$ cat src/sv/assert_macros.svh
// Assertion macros shared by the speed limiter RTL.
// Included by the modules that carry concurrent checks; no other dependencies.
`ifndef ASSERT_MACROS_SVH
`define ASSERT_MACROS_SVH
`ifndef SYNTHESIS
// Check that is switched off while reset is high.
`define ASSERT_CHK(lbl, clk, rst, prop) \
   lbl: assert property (@(posedge clk) disable iff (rst) prop) \
      else $error("assertion failed");
// Check that also holds while reset is high.
`define ASSERT_CHK_ALWAYS(lbl, clk, prop) \
   lbl: assert property (@(posedge clk) prop) \
      else $error("assertion failed");
`else
`define ASSERT_CHK(lbl, clk, rst, prop)
`define ASSERT_CHK_ALWAYS(lbl, clk, prop)
`endif
`endif

$ cat src/sv/mwsl_pkg.sv
// Types and constants of the mecanum wheel speed limiter.
// Used by mwsl_div_stage, mecanum_wheel_speed_limiter_core and its testbench; no dependencies.
package mwsl_pkg;

   localparam int LANES          = 4;
   localparam int VEL_W          = 8;
   localparam int SUM_W          = 10;
   localparam int MAG_W          = 9;
   localparam int GAIN_W         = 10;
   localparam int LIMIT_W        = 7;
   localparam int FRAC_W         = 8;
   localparam int PROD_W         = MAG_W + GAIN_W;
   localparam int NUM_W          = PROD_W + LIMIT_W;
   localparam int DVD_W          = NUM_W - FRAC_W;
   localparam int QUO_W          = 9;
   localparam int UNL_W          = PROD_W - FRAC_W;
   localparam int WHEEL_W        = 8;
   localparam int BITS_PER_STAGE = 3;
   localparam int DIV_STAGES     = QUO_W / BITS_PER_STAGE;

   localparam logic [GAIN_W-1:0] GAIN_RESET = 10'd307;
   localparam logic [UNL_W-1:0]  SAT_POS    = 11'd127;
   localparam logic [UNL_W-1:0]  SAT_NEG    = 11'd128;

   typedef struct packed {
      logic signed [VEL_W-1:0] vel_x;
      logic signed [VEL_W-1:0] vel_y;
      logic signed [VEL_W-1:0] vel_rot;
      logic                    target_valid;
      logic                    car_running;
      logic [LIMIT_W-1:0]      speed_limit;
   } mwsl_req_type;

   typedef struct packed {
      logic signed [WHEEL_W-1:0] wheel_front_left;
      logic signed [WHEEL_W-1:0] wheel_front_right;
      logic signed [WHEEL_W-1:0] wheel_rear_left;
      logic signed [WHEEL_W-1:0] wheel_rear_right;
   } mwsl_rsp_type;

   // One wheel inside the divider: partial remainder, and a word that holds the
   // unused dividend bits on the left and the quotient bits shifted in on the right.
   typedef struct packed {
      logic             neg;
      logic [UNL_W-1:0] unl;
      logic [MAG_W-1:0] rem;
      logic [QUO_W-1:0] acc;
   } mwsl_lane_type;

   typedef struct packed {
      logic                           en;
      logic                           limited;
      logic [MAG_W-1:0]               div;
      mwsl_lane_type [LANES-1:0]      lane;
   } mwsl_stage_type;

endpackage

$ cat src/sv/mwsl_div_stage.sv
// One registered stage of the restoring divider, three quotient bits for all four wheels.
// Depends on mwsl_pkg.
module mwsl_div_stage import mwsl_pkg::*; (
   input  logic           clock,
   input  logic           reset,
   input  logic           in_valid,
   input  mwsl_stage_type in_stage,
   output logic           out_valid,
   output mwsl_stage_type out_stage
);

   logic           valid_ff;
   logic           valid_in;
   mwsl_stage_type stage_ff;
   mwsl_stage_type stage_in;

   assign valid_in = in_valid;

   always_comb begin
      logic [MAG_W:0] trial;
      logic           bit_q;
      stage_in = in_stage;
      for (int l = 0; l < LANES; l++) begin
         for (int k = 0; k < BITS_PER_STAGE; k++) begin
            trial = {stage_in.lane[l].rem, stage_in.lane[l].acc[QUO_W-1]};
            bit_q = (trial >= {1'b0, in_stage.div});
            if (bit_q) begin
               stage_in.lane[l].rem = MAG_W'(trial - {1'b0, in_stage.div});
            end else begin
               stage_in.lane[l].rem = trial[MAG_W-1:0];
            end
            stage_in.lane[l].acc = {stage_in.lane[l].acc[QUO_W-2:0], bit_q};
         end
      end
   end

   always_ff @(posedge clock) begin
      if (reset) begin
         valid_ff <= 1'b0;
      end else begin
         valid_ff <= valid_in;
      end
   end

   always_ff @(posedge clock) begin
      stage_ff <= stage_in;
   end

   assign out_valid = valid_ff;
   assign out_stage = stage_ff;

endmodule

$ cat src/sv/mecanum_wheel_speed_limiter_core.sv
// Mecanum wheel speed limiter: body velocity command to four limited wheel commands.
// Depends on mwsl_pkg, mwsl_div_stage and assert_macros.svh.
//
// Usage
//   A command is taken at each rising edge where start is high and busy is low.
//   busy is high only during reset, so a new command may be given in every cycle.
//   Each command gives exactly one result on rsp_payload, shown for one cycle with
//   rsp_strobe high.
//   Throughput is one command per cycle; the latency is set by the pipeline:
//   sums, maximum and gain product, limit product, three divider stages of three
//   quotient bits each, and the saturating output register.
//   The receiver cannot hold results off, so nothing in the pipeline ever stalls.
//   The gain register is written through csr_valid/csr_ready/csr_data; csr_ready
//   is high only while no command is offered or in flight.
//   Reset (synchronous, active high) empties the pipeline and sets the gain to
//   307, about 1.2 in unsigned Q2.8.
//   A command that is not valid, or given while the car is not running, gives
//   four zero wheel commands.
module mecanum_wheel_speed_limiter_core import mwsl_pkg::*; (
   input  logic                clock,
   input  logic                reset,
   input  logic                start,
   output logic                busy,
   input  mwsl_req_type        req_payload,
   output logic                rsp_strobe,
   output mwsl_rsp_type        rsp_payload,
   input  logic                csr_valid,
   output logic                csr_ready,
   input  logic [GAIN_W-1:0]   csr_data
);

   `include "assert_macros.svh"

   // Gain register.
   logic [GAIN_W-1:0] gain_ff;
   logic [GAIN_W-1:0] gain_in;

   // Stage 1: wheel sums.
   logic                    v1_ff;
   logic                    v1_in;
   logic                    en1_ff;
   logic [LIMIT_W-1:0]      lim1_ff;
   logic signed [SUM_W-1:0] sum1_ff [LANES];
   logic signed [SUM_W-1:0] sum1_in [LANES];
   logic signed [SUM_W-1:0] vx_ext;
   logic signed [SUM_W-1:0] vy_ext;
   logic signed [SUM_W-1:0] vr_ext;

   // Stage 2: largest magnitude, limit decision and gain product.
   logic               v2_ff;
   logic               en2_ff;
   logic               limited2_ff;
   logic [LIMIT_W-1:0] lim2_ff;
   logic [MAG_W-1:0]   max2_ff;
   logic [LANES-1:0]   neg2_ff;
   logic [PROD_W-1:0]  mg2_ff [LANES];
   logic [MAG_W-1:0]   mag_w [LANES];
   logic [PROD_W-1:0]  mg_w [LANES];
   logic [MAG_W-1:0]   max01_w;
   logic [MAG_W-1:0]   max23_w;
   logic [MAG_W-1:0]   max_w;

   // Stage 3: limit product, divider set-up.
   logic           v3_ff;
   mwsl_stage_type s3_ff;
   mwsl_stage_type s3_in;
   logic [NUM_W-1:0] num_w [LANES];

   // Divider pipeline: index 0 is stage 3, index DIV_STAGES is the last stage.
   logic           div_valid [DIV_STAGES+1];
   mwsl_stage_type div_stage [DIV_STAGES+1];
   logic           tail_v;
   logic           tail_lim;
   mwsl_stage_type tail;

   // Output register.
   logic         rsp_strobe_ff;
   logic         rsp_strobe_in;
   mwsl_rsp_type rsp_data_ff;
   mwsl_rsp_type rsp_data_in;
   logic [WHEEL_W-1:0] wheel_w [LANES];

   assign busy  = reset;
   assign v1_in = start && !busy;

   assign gain_in = (csr_valid && csr_ready) ? csr_data : gain_ff;

   // The pipeline must be empty, with no command offered, before the gain may change.
   assign csr_ready = !(start || v1_ff || v2_ff || v3_ff || div_valid[1] || div_valid[2]
                        || div_valid[DIV_STAGES] || rsp_strobe_ff);

   always_ff @(posedge clock) begin
      if (reset) begin
         gain_ff <= GAIN_RESET;
      end else begin
         gain_ff <= gain_in;
      end
   end

   // ---------------- stage 1 ----------------
   assign vx_ext = SUM_W'(req_payload.vel_x);
   assign vy_ext = SUM_W'(req_payload.vel_y);
   assign vr_ext = SUM_W'(req_payload.vel_rot);

   assign sum1_in[0] = -vx_ext - vy_ext + vr_ext;
   assign sum1_in[1] = -vx_ext + vy_ext + vr_ext;
   assign sum1_in[2] =  vx_ext - vy_ext + vr_ext;
   assign sum1_in[3] =  vx_ext + vy_ext + vr_ext;

   always_ff @(posedge clock) begin
      if (reset) begin
         v1_ff <= 1'b0;
      end else begin
         v1_ff <= v1_in;
      end
   end

   always_ff @(posedge clock) begin
      en1_ff  <= req_payload.target_valid && req_payload.car_running;
      lim1_ff <= req_payload.speed_limit;
      for (int l = 0; l < LANES; l++) begin
         sum1_ff[l] <= sum1_in[l];
      end
   end

   // ---------------- stage 2 ----------------
   always_comb begin
      for (int l = 0; l < LANES; l++) begin
         mag_w[l] = sum1_ff[l][SUM_W-1] ? MAG_W'(-sum1_ff[l]) : MAG_W'(sum1_ff[l]);
         mg_w[l]  = PROD_W'(mag_w[l]) * PROD_W'(gain_ff);
      end
   end

   assign max01_w = (mag_w[0] > mag_w[1]) ? mag_w[0] : mag_w[1];
   assign max23_w = (mag_w[2] > mag_w[3]) ? mag_w[2] : mag_w[3];
   assign max_w   = (max01_w > max23_w) ? max01_w : max23_w;

   always_ff @(posedge clock) begin
      if (reset) begin
         v2_ff <= 1'b0;
      end else begin
         v2_ff <= v1_ff;
      end
   end

   always_ff @(posedge clock) begin
      en2_ff      <= en1_ff;
      lim2_ff     <= lim1_ff;
      max2_ff     <= max_w;
      limited2_ff <= (max_w > MAG_W'(lim1_ff));
      for (int l = 0; l < LANES; l++) begin
         neg2_ff[l] <= sum1_ff[l][SUM_W-1];
         mg2_ff[l]  <= mg_w[l];
      end
   end

   // ---------------- stage 3 ----------------
   // The limited quotient is floor(floor(m*g*limit/256) / max); the top
   // dividend bits start the remainder, which stays below the divisor as the
   // quotient never reaches 512.
   always_comb begin
      s3_in.en      = en2_ff;
      s3_in.limited = limited2_ff;
      s3_in.div     = max2_ff;
      for (int l = 0; l < LANES; l++) begin
         num_w[l]          = NUM_W'(mg2_ff[l]) * NUM_W'(lim2_ff);
         s3_in.lane[l].neg = neg2_ff[l];
         s3_in.lane[l].unl = mg2_ff[l][PROD_W-1:FRAC_W];
         s3_in.lane[l].rem = num_w[l][NUM_W-1:NUM_W-MAG_W];
         s3_in.lane[l].acc = num_w[l][FRAC_W+QUO_W-1:FRAC_W];
      end
   end

   always_ff @(posedge clock) begin
      if (reset) begin
         v3_ff <= 1'b0;
      end else begin
         v3_ff <= v2_ff;
      end
   end

   always_ff @(posedge clock) begin
      s3_ff <= s3_in;
   end

   assign div_valid[0] = v3_ff;
   assign div_stage[0] = s3_ff;

   // ---------------- divider ----------------
   for (genvar d = 0; d < DIV_STAGES; d++) begin : g_div
      mwsl_div_stage u_div_stage (
         .clock     (clock),
         .reset     (reset),
         .in_valid  (div_valid[d]),
         .in_stage  (div_stage[d]),
         .out_valid (div_valid[d+1]),
         .out_stage (div_stage[d+1])
      );
   end

   assign tail_v   = div_valid[DIV_STAGES];
   assign tail     = div_stage[DIV_STAGES];
   assign tail_lim = tail_v && tail.limited;

   // ---------------- saturation and output ----------------
   always_comb begin
      logic [UNL_W-1:0] q;
      for (int l = 0; l < LANES; l++) begin
         q = tail.limited ? UNL_W'(tail.lane[l].acc) : tail.lane[l].unl;
         if (!tail.en) begin
            wheel_w[l] = '0;
         end else if (tail.lane[l].neg) begin
            wheel_w[l] = (q > SAT_NEG) ? SAT_NEG[WHEEL_W-1:0] : WHEEL_W'(UNL_W'(0) - q);
         end else begin
            wheel_w[l] = (q > SAT_POS) ? SAT_POS[WHEEL_W-1:0] : q[WHEEL_W-1:0];
         end
      end
   end

   assign rsp_strobe_in                 = tail_v;
   assign rsp_data_in.wheel_front_left  = wheel_w[0];
   assign rsp_data_in.wheel_front_right = wheel_w[1];
   assign rsp_data_in.wheel_rear_left   = wheel_w[2];
   assign rsp_data_in.wheel_rear_right  = wheel_w[3];

   always_ff @(posedge clock) begin
      if (reset) begin
         rsp_strobe_ff <= 1'b0;
      end else begin
         rsp_strobe_ff <= rsp_strobe_in;
      end
   end

   always_ff @(posedge clock) begin
      rsp_data_ff <= rsp_data_in;
   end

   assign rsp_strobe  = rsp_strobe_ff;
   assign rsp_payload = rsp_data_ff;

   // ---------------- checks ----------------
   `ASSERT_CHK_ALWAYS(a_reset_empties, clock, reset |=> !rsp_strobe && csr_ready)
   `ASSERT_CHK(a_div_nonzero, clock, reset, v3_ff && s3_ff.limited |-> s3_ff.div != '0)
   `ASSERT_CHK(a_disabled_zero, clock, reset, tail_v && !tail.en |=> rsp_strobe && rsp_payload == '0)

   for (genvar c = 0; c < LANES; c++) begin : g_chk
      logic [UNL_W-1:0] quo_c;
      assign quo_c = UNL_W'(tail.lane[c].acc);
      `ASSERT_CHK(a_rem_below_div, clock, reset, tail_lim |-> tail.lane[c].rem < tail.div)
      `ASSERT_CHK(a_limit_shrinks, clock, reset, tail_lim |-> quo_c <= tail.lane[c].unl)
   end

endmodule

$ cat config.mk
export PLATFORM = sky130hd
export DESIGN_NAME = mecanum_wheel_speed_limiter_core
export DESIGN_NICKNAME = d
export VERILOG_FILES = /design/src/sv/mwsl_pkg.sv /design/src/sv/mwsl_div_stage.sv /design/src/sv/mecanum_wheel_speed_limiter_core.sv
export VERILOG_INCLUDE_DIRS = /design/src /design/src/sv
export SDC_FILE = /design/constraint.sdc
export NUM_CORES = 2
export LEC_CHECK = 0
export ABC_AREA = 1
export BUFFER_PORTS_ARGS = -buffer_cell sky130_fd_sc_hd__buf_2
export CAP_MARGIN = 25
export CORE_MARGIN = 2
export CORE_UTILIZATION = 60
export CTS_CLUSTER_DIAMETER = 60
export CTS_CLUSTER_SIZE = 40
export DETAILED_ROUTE_END_ITERATION = 6
export PLACE_DENSITY = 0.88
export SETUP_SLACK_MARGIN = 0.2
export SYNTH_ARGS = -nofsm -noshare
export SYNTH_HDL_FRONTEND = slang
export SYNTH_HIERARCHICAL = 1
export SYNTH_SLANG_ARGS = --single-unit
$ cat constraint.sdc
create_clock -name clock -period 11.3 [get_ports clock]
set_input_delay 0 -clock clock [delete_from_list [all_inputs] [get_ports clock]]
set_output_delay 0 -clock clock [all_outputs]
set_load 0.005 [all_outputs]
Word-level counts from Yosys, hierarchy flattened. Memories as Yosys holds them, arrays and structs flattened. Cells that the tools add are included.

Bits in registers: 558. Latch bits: 0. Memory bits (writable): 116. Memory bits (read-only): 0. Bits of input ports: 47. Output and inout bits: 35. Word-level logic and storage cells: 264. Memories: 2.

Memory list: mg2_ff (words 4, width 19, read ports 4, clocked after memory_dff 0, write ports 4, RTL line mecanum_wheel_speed_limiter_core.sv:56) `logic [PROD_W-1:0] mg2_ff [LANES];`; sum1_ff (words 4, width 10, read ports 4, clocked after memory_dff 0, write ports 4, RTL line mecanum_wheel_speed_limiter_core.sv:43) `logic signed [SUM_W-1:0] sum1_ff [LANES];`.

$add $sub $neg: 49. Multipliers: 8. Divide/modulo/power cells: 0. $lt $le $gt $ge: 48. Equal/unequal tests: 0. Shift operators: 0. Muxes and demuxes: 55. Bitwise logic cells: 0. Reductions and logical operators: 12.

Operators with widths (number): greater-or-equal comparator 10 x 9 -> 1 bit (36); two-way mux 9 bit (39); subtractor 9 bit (32); multiplier 19 x 7 -> 26 bit (4); two-way mux 8 bit (12); multiplier 9 x 10 -> 19 bit (4); > comparator 11 x 7 -> 1 bit (second input constant) (4); > comparator 11 x 8 -> 1 bit (second input constant) (4); two-way mux 11 bit (4); negator 9 bit (4); subtractor 1 x 8 -> 8 bit (first input constant) (4); adder 10 x 8 -> 10 bit (3); > comparator 9 bit (3); adder 9 x 8 -> 10 bit (2); negator 8 -> 10 bit (1); subtractor 10 x 8 -> 10 bit (1); adder 8 x 8 -> 9 bit (1); > comparator 9 x 7 -> 1 bit (1); subtractor 8 x 8 -> 9 bit (1); logical OR 1 bit (7); logical AND 1 bit (3); logical NOT 1 bit (2).

Depth between registers and ports, before layout.
Word-level depth: 9. Depth in mapped cells: 38. Depth with buffers taken out: 36.

By module. Netlist, hierarchy kept.

Modules (own cells, without submodules): mecanum_wheel_speed_limiter_core (instances 1, cells each 5309, area an instance 40568.9 um^2, sequential area each 6346.1 um^2); mwsl_div_stage (g_div[0].u_div_stage ...) (instances 2, cells each 1251, area an instance 9081.2 um^2, sequential area each 2642.5 um^2); mwsl_div_stage (g_div[2].u_div_stage) (instances 1, cells each 1246, area an instance 9151.3 um^2, sequential area each 2642.5 um^2).

Worst setup path before layout. Ideal clock, no wire load.

Path kind: reg-to-reg. From: reg s3_ff, in the netlist div_stage[514]. To: reg g_div[0].u_div_stage.stage_ff, in the netlist g_div[0].u_div_stage/out_stage[100]. Library setup time: 0.058 ns. Arrival: 4.874 ns. Data required time: 11.242 ns. Setup slack: 6.368 ns. Cell stages (with the launch flop): 31. Buffers on the path: 2. Period minus slack after synthesis: 4.932 ns. Cells stage by stage: dfxtp_1 -> inv_1 -> fa_1 -> nand3_1 -> nand3_2 -> nand2_1 -> nand2_1 -> a21oi_2 -> buf_6 -> o21ai_0 -> fa_1 -> nand3_1 -> nand3_1 -> nand2_1 -> nand2_1 -> a21oi_2 -> nand2_1 -> nor2_4 -> buf_6 -> nand2_1 -> o21ai_1 -> ha_1 -> a21oi_1 -> nand2_1 -> nand2_1 -> nand3_1 -> a21boi_0 -> nand2_1 -> nor2_4 -> nand2_1 -> nand2_1.

RTL lines: from (decl) (RTL line mecanum_wheel_speed_limiter_core.sv:65) `mwsl_stage_type s3_ff;`; from (signal assigned) (RTL line mecanum_wheel_speed_limiter_core.sv:183) `s3_ff <= s3_in;`; to (signal assigned) (RTL line mwsl_div_stage.sv:46) `stage_ff <= stage_in;`; to (decl) (RTL line mwsl_div_stage.sv:14) `mwsl_stage_type stage_ff;`.

==> reports/metrics.csv <==
metric;value;unit
status;finished, final reports clean;
# resized after CTS;0;
number of global-route vias before repair;57158;
Worst Skew;0.0500;ns
final hold slack;0.0615;ns
final setup vio count;0;
Starting Density;60.6;%
Skew-Pair Late Insertion Delay;0.74;ns
nets;10292;
layout cells sized above 1;5.90;%
synthesized cell area;65900;µm²
max-cap viol count;0;
CP startpoint kind;flip-flop;
Die W;335;µm
Worst Path Arrival;7.02;ns
hold wc startpoint;req_payload[18];
final worst setup slack;4.86;ns
routed len/inst;16.4;µm
crit end category;flip-flop;
I/O pin cnt;82;
initial antenna violation count;6;
row count;121;
Placement Setup Slack;5.14;ns
Die Area;113000;µm²
Layout area overhead;7.25;%
Antenna diodes;0;
DRT iter0 DRCs;4653;
Final HPWL DP;134000;µm
crit-path leading delay family;compound AO/OA/AOI/OAI gates;
CTS Sinks;668;
YS warnings;6;
Clock transition at path regs;0.08;ns
min cycle time layout;6.44;ns
register-to-register setup slack;4.86;ns
DRC;0;
Crit path largest cell delay;0.68;ns
kind of critical path;flip-flop to flip-flop;
RR Startpoint;sum1_ff[0][0];
Worst Path Required;11.89;ns
crit path buf inv count;3;
RSZ-0062 raised after global routing;false;
final cycle utilization of the critical path;56.9;%
CP max-delay cell;dfxtp_1;
critical-path maximum fanout;15;
Antenna Nets Post-Route;0;
clk root buf;clkbuf_16;
Critical Path Start;sum1_ff[0][0];
port buffer count;81;
Syn Nets;10201;
all-layer global routing usage;30.2;%
Util after Layout;65.0;%
Syn Inst Count;8794;
setup_tns;0;ns
relative slew slack;28.5;%
CORE AREA;109000;µm²
gr ovfl total;0;
clk buf depth;3;
TritonCTS Buffers;60;
routability cong.;0.989;
Avg Inst Size Synth;7.50;µm²
vias per inst;5.52;
Worst Tran Pin Value;1.07;ns
Worst Hold Class;input pin to flip-flop;
pin count of the biggest net entering global routing;76;
drt pass-1 iters;7;
Final Hold Fails;0;
Die Span Y;335;µm
final WL;170000;µm
CTS tree;yes;
via count;57109;
fin. max-slew vios;0;
H-tree depth;2;
Max Clock Freq;155;MHz
first-pass GRT wire length;278000;µm
[worst min-delay path, cell delays in order]
cell and delay (ns):
buf_2 0.13, inv_1 0.12, fa_1 0.25, fa_1 0.18, inv_1 0.04
[layer usage]
layer | GRT usage [%] | wire (µm)
met1 | 37.9 | 68800
met2 | 50.8 | 78500
met3 | 4.86 | 13800
met4 | 14.1 | 8470
met5 | 0 | 20
[sequential cells by signal (all words and copies together), names as in the netlist]
register and count:
div_stage 131, en1_ff 1, en2_ff 1, g_div.u_div_stage/out_stage 348, g_div.u_div_stage/out_valid 3, gain_ff 10
lim1_ff 7, lim2_ff 7, limited2_ff 1, max2_ff 9, mg2_ff 73, neg2_ff 4
rsp_payload 32, rsp_strobe 1, sum1_ff 37, v1_ff 1, v2_ff 1, v3_ff 1
[layout make-up]
cell class | instances | area [µm²]
Multi-Input combinational cell | 6469 | 46100
Inverter | 1511 | 5680
Clock buffer | 64 | 1560
Timing Repair Buffer | 175 | 1260
Tap cell | 1414 | 1770
Clock inverter | 50 | 990
Fill cell | 8801 | 38100
Sequential cell | 668 | 13400
[placed cells by master, fill, tap and decap left out, types with 26 or more instances in the layout]
master and instances:
fa_1 631, xor2_1 174, nor2_1 558, nand2_1 2621, xnor2_1 125, clkbuf_16 61, o21ai_0 174, nand3_2 57
dfxtp_1 660, buf_4 34, dlygate4sd3_1 60, inv_1 1482, a21oi_2 26, nand4_1 93, nand2_2 48, a21oi_1 347
ha_1 729, nor3_1 68, a21o_1 37, or2_2 30, o21ai_2 68, buf_2 81, nand3_1 410, nand3b_1 35
o21ai_1 69
[worst paths after layout]
check | cells past startpoint | to
worst max register to register | 28 | limited2_ff
worst min-delay path | 5 | sum1_ff[1][2]
worst min register to register | 0 | g_div[0].u_div_stage/out_stage[6]
worst max-delay path | 28 | limited2_ff
[stage by stage]
step	instance area [µm²]	cells
after floorplan	65900	8794
after detailed placement	67600	10177
final	70700	10351
after global routing	70700	10351
after global placement	67600	10177
after CTS	70700	10351
[repair_timing]
action,4_1_cts,5_1_grt
hold endpoints to repair,34,0
hold buffers,60,0
setup buffers,0,0
endpoints found under the setup margin,0,0
Power is not shown: default switching activity piles up to over one toggle a cycle in this logic, so the estimate is an artifact.
